===== src/compacting_directory_table_unit_assert.svh =====
// Assertion macros used by the directory table top level.
`ifndef COMPACTING_DIRECTORY_TABLE_UNIT_ASSERT_SVH
`define COMPACTING_DIRECTORY_TABLE_UNIT_ASSERT_SVH

// Check a property on every clock edge outside reset.
`define CDT_ASSERT(lbl, prop, msg) \
  lbl: assert property (@(posedge clk_i) disable iff (!rst_ni) (prop)) else $error(msg);

// Check that a condition is followed by another on the next edge.
`define CDT_ASSERT_NEXT(lbl, ante, cons, msg) \
  lbl: assert property (@(posedge clk_i) disable iff (!rst_ni) (ante) |=> (cons)) \
    else $error(msg);

`endif


===== src/cdt_pkg.sv =====
// Types, constants and helper functions for the directory table.
`timescale 1ns / 1ps
package cdt_pkg;

  localparam int CAPACITY   = 128;
  localparam int NAME_BYTES = 8;
  localparam int IDX_W      = 7;
  localparam int CNT_W      = 8;
  localparam int NAME_W     = 64;
  localparam int SIZE_W     = 31;

  typedef enum logic [1:0] {
    KIND_CREATE = 2'd0,
    KIND_DELETE = 2'd1,
    KIND_SEARCH = 2'd2,
    KIND_READ   = 2'd3
  } kind_e;

  typedef enum logic [2:0] {
    ST_OK        = 3'd0,
    ST_FULL      = 3'd1,
    ST_EXISTS    = 3'd2,
    ST_NOT_FOUND = 3'd3,
    ST_EMPTY     = 3'd4,
    ST_RANGE     = 3'd5
  } status_e;

  typedef struct packed {
    kind_e             kind;
    logic [NAME_W-1:0] name_key;
    logic [SIZE_W-1:0] entry_size_in;
    logic [IDX_W-1:0]  read_index;
  } in_item_t;

  typedef struct packed {
    status_e           status;
    logic [IDX_W-1:0]  entry_position;
    logic [SIZE_W-1:0] entry_size_out;
    logic [NAME_W-1:0] entry_name_out;
    logic [CNT_W-1:0]  entry_count;
  } out_item_t;

  // Control broadcast to every cell of the table.
  typedef struct packed {
    logic [NAME_W-1:0] key;
    logic              is_read;
    logic [IDX_W-1:0]  ridx;
    logic [CNT_W-1:0]  count;
    logic              wr_en;
    logic [SIZE_W-1:0] wr_size;
    logic              shift_en;
    logic [IDX_W-1:0]  shift_pos;
  } cell_ctrl_t;

  // Selected entry gathered from the cells.
  typedef struct packed {
    logic              found;
    logic [IDX_W-1:0]  pos;
    logic [SIZE_W-1:0] size;
    logic [NAME_W-1:0] name;
  } hit_t;

  // Keep the low NAME_BYTES bytes and clear everything from the first NUL up.
  function automatic logic [NAME_W-1:0] norm_key(input logic [NAME_W-1:0] key);
    logic [NAME_W-1:0] res;
    logic              stop;
    res  = '0;
    stop = 1'b0;
    for (int b = 0; b < NAME_BYTES; b++) begin
      if (key[8*b +: 8] == 8'h00) begin
        stop = 1'b1;
      end
      if (!stop) begin
        res[8*b +: 8] = key[8*b +: 8];
      end
    end
    return res;
  endfunction

endpackage


===== src/cdt_cell.sv =====
// One table slot: holds an entry, matches it and shifts it down on delete.
`timescale 1ns / 1ps
module cdt_cell import cdt_pkg::*; (
  input  logic              clk_i,
  input  logic [CNT_W-1:0]  cell_idx_i,
  input  cell_ctrl_t        ctrl_i,
  input  logic [NAME_W-1:0] next_name_i,
  input  logic [SIZE_W-1:0] next_size_i,
  output logic [NAME_W-1:0] name_o,
  output logic [SIZE_W-1:0] size_o,
  output logic              match_o
);

  logic [NAME_W-1:0] name_q;
  logic [SIZE_W-1:0] size_q;
  logic              live;

  assign live    = cell_idx_i < ctrl_i.count;
  assign match_o = live & (ctrl_i.is_read ? (cell_idx_i == CNT_W'(ctrl_i.ridx))
                                          : (name_q == ctrl_i.key));
  assign name_o  = name_q;
  assign size_o  = size_q;

  always_ff @(posedge clk_i) begin
    if (ctrl_i.wr_en && (cell_idx_i == ctrl_i.count)) begin
      name_q <= ctrl_i.key;
      size_q <= ctrl_i.wr_size;
    end else if (ctrl_i.shift_en && (cell_idx_i >= CNT_W'(ctrl_i.shift_pos))) begin
      name_q <= next_name_i;
      size_q <= next_size_i;
    end
  end

endmodule


===== config.mk =====
export PLATFORM = sky130hd
export DESIGN_NAME = cdt_cell
export DESIGN_NICKNAME = d
export VERILOG_FILES = /design/src/compacting_directory_table_unit_assert.svh /design/src/cdt_pkg.sv /design/src/cdt_cell.sv
export SDC_FILE = /design/constraint.sdc
export NUM_CORES = 1
export LEC_CHECK = 0
export BUFFER_PORTS_ARGS = -buffer_cell sky130_fd_sc_hd__buf_2
export CAP_MARGIN = 25
export CORE_AREA = 2 2 157 82
export CTS_CLUSTER_SIZE = 20
export DETAILED_ROUTE_END_ITERATION = 10
export DIE_AREA = 0 0 159 84
export GPL_TIMING_DRIVEN = 1
export PLACE_DENSITY = 0.93
export SYNTH_ARGS = -nofsm -noshare
export SYNTH_HDL_FRONTEND = slang
export SYNTH_SLANG_ARGS = --single-unit

===== constraint.sdc =====
create_clock -name clk_i -period 5 [get_ports clk_i]
set_clock_uncertainty 0.15 [all_clocks]
set_input_delay 0.5 -clock clk_i [delete_from_list [all_inputs] [get_ports clk_i]]
set_output_delay 0.5 -clock clk_i [all_outputs]
set_load 0.01 [all_outputs]

==> qor.yml, run 1 <==
final-setup-viol-count: 0
drv_cap: 0
report.final.slew_viol_count: 0
core_area_um2: 12200
hold_start: "next_name_i[31]"
cp.arrival_ns: 2.36
max_slew_margin_pct: 47.5
rows: 29
grt-ovfl-total: 0
synth_cell_types: 23
wl_um: 14300
fillers: 1027
vias: 4064
power.internal_uw: 1520
grt_pass1_vias: 4220
cts_buffer_depth: 2
slowest_delay_ns: 0.63
path_cells: "xor2_1, nor4_1, nand4_1, nor4_1, nor2_1, nor2_1, buf_2"
dr.pass1.iters: 4
cts-resized-gates: 0
cp-start-kind: "flop"
cp_top_family: "simple AND/OR/NAND/NOR gates"
grt_usage_pct: 21.2
min_path_type: "input pin to flop"
fin_nets: 910
routedWlPerCell_um: 16.8
placed_cell_area_um2: 6930
finalSetupTns_ns: 0
dp_hpwl_um: 11500
worstHoldEndpoint: "name_o[31]"
grt_max_degree: 60
critPathSlowestCell: "nor4_1"
area_delta_synth_final_pct: 40.2
viasPerCell: 4.80
cp_num_cells: 7
cts.sinks: 95
cts_tree: "done"
drt_iter0_markers: 166
cp_max_fo: 2
syn_avg_cell_area_um2: 14.9
worstSetupEndpointType: "output pin"
synth_fp_nets: 586
p_sw_share_pct: 27.2
yosys_warnings: 0
worstPathBufferInverterCount: 1
die_x_um: 159
rsz0062_at_grt: "no"
postSynthCellCount: 347
peakVddDrop_uv: 182
gp_congestion: 0.885
cts-root-buf: "clkbuf_16"
io_pins: 320
antenna_found_initial: 1
finalHoldViolations: 0
holdWs_ns: 0.284
fin_area_um2: 7230
critical_path_class: "flop to output pin"
tightest_slew_ns: 0.788
p_switching_uw: 567
cts.clk_slew.worst_paths_ns: 0.08
min_period_ns: 3.01
ant_nets: 0
p_seq_share_pct: 48.8
status: "complete, no violations"
drive_gt1_share_pct: 58.7
design.die.area_um2: 13400
pwr-share-comb_pct: 18.5
drc_errors: 0
numCtsBuffers: 9
htree_levels: 3
min_path_cells: 2
cts_hold_buf: 0
port_buffers: 319
ys_seq_area_share_pct: 55.3
required_ns: 4.35
power.leakage_uw: 0.00326
start_util_pct: 42.3
n_antenna_cell: 0
syn-cell-area_um2: 5160
clock_power_share_pct: 32.7
fin_crit_sh_pct: 60.3
p_total_uw: 2080
synth-seq-cells: 95
powerDensity_nw_per_um2: 288
max_freq_mhz: 332
post_cts_buffers: 0
die-height_um: 84
grt_pass1_wl_um: 21900
-- cells by family (layout without fill, tap and decap cells) --
group / count (synthesis) / in the layout / share of synthesized area, %
xor+xnor: 71 / 71 / 12.1
flops: 95 / 95 / 55.3
buf+inv: 24 / 353 / 2.52
mux: 95 / 95 / 20.7
fa+ha+maj: 15 / 15 / 3.64
compound gates: 13 / 13 / 1.67
simple gates: 34 / 34 / 4.03
-- area by class of cell --
| cell class | count | area, µm² | area share [%] |
|---|---|---|---|
| sequential | 95 | 2850 | 39.5 |
| multi-input combinational | 228 | 2190 | 30.2 |
| timing repair buffer | 323 | 1630 | 22.5 |
| clock buffer | 9 | 225 | 3.11 |
| tap | 170 | 213 | 2.94 |
| clock inverter | 7 | 73.8 | 1.02 |
| inverter | 14 | 52.6 | 0.727 |
-- power by group through the flow --
stage | Sequential [µW] | Clock, µW | Combinational (µW)
2_1_floorplan | 1080 | 0 | 127
3_3_place_gp | 1030 | 0 | 379
3_5_place_dp | 1030 | 0 | 387
4_1_cts | 1020 | 702 | 389
5_1_grt | 1030 | 731 | 421
6_report | 1020 | 682 | 385
-- sequential cells by signal (all words and copies together), names as in the netlist --
signal  flops
name_o     64
size_o     31
-- metal layers --
metal | part of all wire [%] | wire length, µm | global-route usage [%]
met5 | 0.077 | 11 | 0
met2 | 50 | 7090 | 36.6
met1 | 42 | 6000 | 26.0
met3 | 7.6 | 1080 | 7.65
met4 | 0.49 | 70 | 3.64
-- how the worst max path moves through the flow --
stage / from / to
after floorplan: ctrl_i[45] / name_o[0]
after global placement: cell_idx_i[5] / size_o[28]
after detailed placement: cell_idx_i[5] / name_o[46]
after CTS: name_o[63] / match_o
after global routing: cell_idx_i[5] / size_o[8]
final: name_o[40] / match_o
-- cells in the mapped netlist --
master     n  share of area [%]
nor2_1     2               0.15
edfxtp_1  95                 55
nand4_1    5               0.61
a21oi_1    2               0.19
inv_1     14                1.0
nand2_1    2               0.15
ha_1      15                3.6
nor3_2     1               0.19
a221oi_1   1               0.17
nor4_1    19                2.3
o21ai_0    3               0.29
buf_2      5               0.49
nand2b_1   2               0.24
mux2_1    39                8.5
nand4b_1   1               0.17
buf_6      4               0.87
mux2_2    56                 12
buf_4      1               0.15
xor2_1    71                 12
nand3_1    1              0.097
nor2b_1    1               0.12
a21o_1     6               0.87
a211oi_1   1               0.15
-- cells in the final DEF (no fill, tap or decap) --
| master | count |
|---|---|
| buf_2 | 319 |
| a211oi_1 | 1 |
| ha_1 | 15 |
| edfxtp_1 | 95 |
| a21o_1 | 5 |
| nand4_1 | 5 |
| mux2_2 | 56 |
| nand3_1 | 1 |
| nor2_1 | 2 |
| nor3_4 | 1 |
| nand2b_1 | 2 |
| xor2_1 | 71 |
| nor4_1 | 19 |
| nor2b_1 | 1 |
| a21o_4 | 1 |
| o21ai_0 | 3 |
| a221oi_1 | 1 |
| nand4b_1 | 1 |
| buf_4 | 4 |
| mux2_1 | 39 |
| inv_1 | 14 |
| nand2_1 | 2 |
| clkbuf_16 | 9 |
| a21oi_1 | 2 |
| clkinv_8 | 1 |
| clkinv_4 | 1 |
| inv_8 | 3 |
| clkinvlp_4 | 2 |
-- metrics by stage --
| stage | util [%] | setup WS, ns | instances |
|---|---|---|---|
| finish | 59.3 | 1.99 | 846 |
| global route | 59.3 | 1.80 | 846 |
| CTS | 59.3 | 1.88 | 846 |
| detailed placement | 56.9 | 1.60 | 830 |
| global placement | 56.9 | 1.66 | 830 |
| floorplan | - | 0.880 | 347 |
(Power assumes the default switching activity.)
==> run 2: changes to the inputs <==
Clock period 5 ns to 2.95 ns, I/O delays scaled along.
==> run 2 against run 1 <==
Compared with the run above: power up 73%; clock power up 79%; die area unchanged; core utilization up 0.72 points; critical path depth unchanged; flip-flop and latch count unchanged; design area up 1.2%; final cell count up 0.24%; first-iteration DRC count up 34%; global-route usage up 0.35 points; sequential power up 69%; sequential share of layout area down 0.47 points; critical path type unchanged; largest cell class unchanged; highest routed layer unchanged.
==> qor.yml, run 2 (synthesis results as in run 1) <==
drv_cap: 0  # unchanged
place_ws_ns: 0.391  # -1.21 ns
grt_max_degree: 54  # -10%
fin_nets: 911  # +0.11%
fillers: 1025  # -0.19%
worstSetupEndpointType: "output pin"
fin_area_um2: 7320  # +1.2%
rsz0062_at_grt: "no"
post_cts_buffers: 0  # unchanged
grt-ovfl-total: 0  # unchanged
start_util_pct: 42.3  # unchanged
grt_pass1_vias: 4277  # +1.4%
rows: 29  # unchanged
fin_crit_sh_pct: 93.9
drc_errors: 0  # unchanged
mostFrequentLayoutCells: "buf_2 (319), edfxtp_1 (95), xor2_1 (71), mux2_2 (56), mux2_1 (39)"
min_path_type: "input pin to flop"
finalHoldViolations: 0  # unchanged
largest_register_ffs: 64  # unchanged
cp_max_fo: 2  # unchanged
setup_ws_ns: 0.179  # -1.81 ns
cp.arrival_ns: 2.33  # -0.03 ns
cts-root-buf: "clkbuf_16"
drt_iter0_markers: 223  # +34%
cts_buffer_depth: 2  # unchanged
finalSetupTns_ns: 0  # unchanged
cp-start-kind: "flop"
wl_um: 14400  # +1.2%
critPathSlowestCell: "nor4_1"
placed_cell_area_um2: 6990  # +0.83%
post-route-util_pct: 60.0  # +0.72 points
required_ns: 2.51  # -1.84 ns
critical_path_class: "flop to output pin"
powerDensity_nw_per_um2: 493  # +71%
status: "complete, no violations"
final_common_cell: "buf_2"
die-height_um: 84  # unchanged
io_pins: 320  # unchanged
cts_tree: "done"
min_period_ns: 2.77
grt_usage_pct: 21.6  # +0.35 points
htree_levels: 3  # unchanged
path_cells: "xor2_1, nor4_1, nand4_1, nor4_1, nor2_1, nor2_1, buf_2"
cts.clk_slew.worst_paths_ns: 0.08  # about the same
antenna_found_initial: 2  # +1
viasPerCell: 4.78  # -0.43%
report.final.slew_viol_count: 0  # unchanged
grt_pass1_wl_um: 22200  # +1.8%
max_freq_mhz: 361
die_x_um: 159  # unchanged
peakVddDrop_uv: 273  # +50%
tightest_slew_ns: 0.505  # -0.283 ns
port_buffers: 319  # unchanged
max_slew_margin_pct: 66.0  # +19 points
power.leakage_uw: 0.00329  # +1.1%
dr.pass1.iters: 4  # unchanged
gp_congestion: 0.869  # -1.7%
final-setup-viol-count: 0  # unchanged
cp_top_family: "simple AND/OR/NAND/NOR gates"
drive_gt1_share_pct: 59.1  # +0.36 points
worstPathBufferInverterCount: 1  # unchanged
slowest_delay_ns: 0.49  # -0.14 ns
cts.sinks: 95  # unchanged
design.die.area_um2: 13400  # unchanged
routedWlPerCell_um: 17.0  # +0.97%
dp_hpwl_um: 11800  # +2.0%
ant_nets: 0  # unchanged
core_area_um2: 12200  # unchanged
vias: 4056  # -0.20%
numCtsBuffers: 9  # unchanged
area_delta_synth_final_pct: 41.9
[run 2: changes by cell type in the layout (fill, tap and decap cells not counted), sizes merged]
cell and delta:
buf +1, bufinv +1, clkinv +1, clkinvlp -2, diode +1
[run 2: routing by layer]
metal  routed length, µm  vias up  global-route usage, %
met5                   7        -                      0
met4                 135        2                   4.46
met3                 973       16                   6.31
met2                7160      153                   37.2
met1                6150     1929                   27.1
li1                    -     1956                      -
[run 2: path summary, 6_finish.rpt]
check | start | endpoint | slack, ns | cells after the start
max | name_o[61] | match_o | 0.18 | 7
min | next_name_i[29] | name_o[29] | 0.08 | 2
[run 2: per-stage QoR]
stage / total power, µW / hold slack [ns] / instances
after detailed placement: 2420 / 0.432 / 831
after CTS: 3650 / 0.0683 / 847
after global routing: 3770 / 0.0663 / 848
after global placement: 2400 / 0.427 / 831
final: 3610 / 0.0787 / 848
after floorplan: 2040 / 0.346 / 347
[run 2: repair_timing]
item / in CTS / in global routing
resized for setup: 0 / 2
setup endpoints to repair: 0 / 1
hold buffers: 0 / 0
[run 2: cell type report]
class	instances	area [µm²]	share of cell area (%)
Antenna cell	1	2.50	0.0342
Clock buffer	9	225	3.08
Clock inverter	7	88.8	1.21
Inverter	14	52.6	0.718
Multi-Input combinational cell	228	2200	30.1
Sequential cell	95	2850	39.0
Tap cell	170	213	2.91
Timing Repair Buffer	324	1680	23.0
[run 2: where the power goes]
group | switching, µW | internal [µW] | leakage, µW
registers | 72.3 | 1650 | 0.000907
logic | 341 | 331 | 0.00223
clock network | 540 | 677 | 0.000155
total | 953 | 2660 | 0.00329
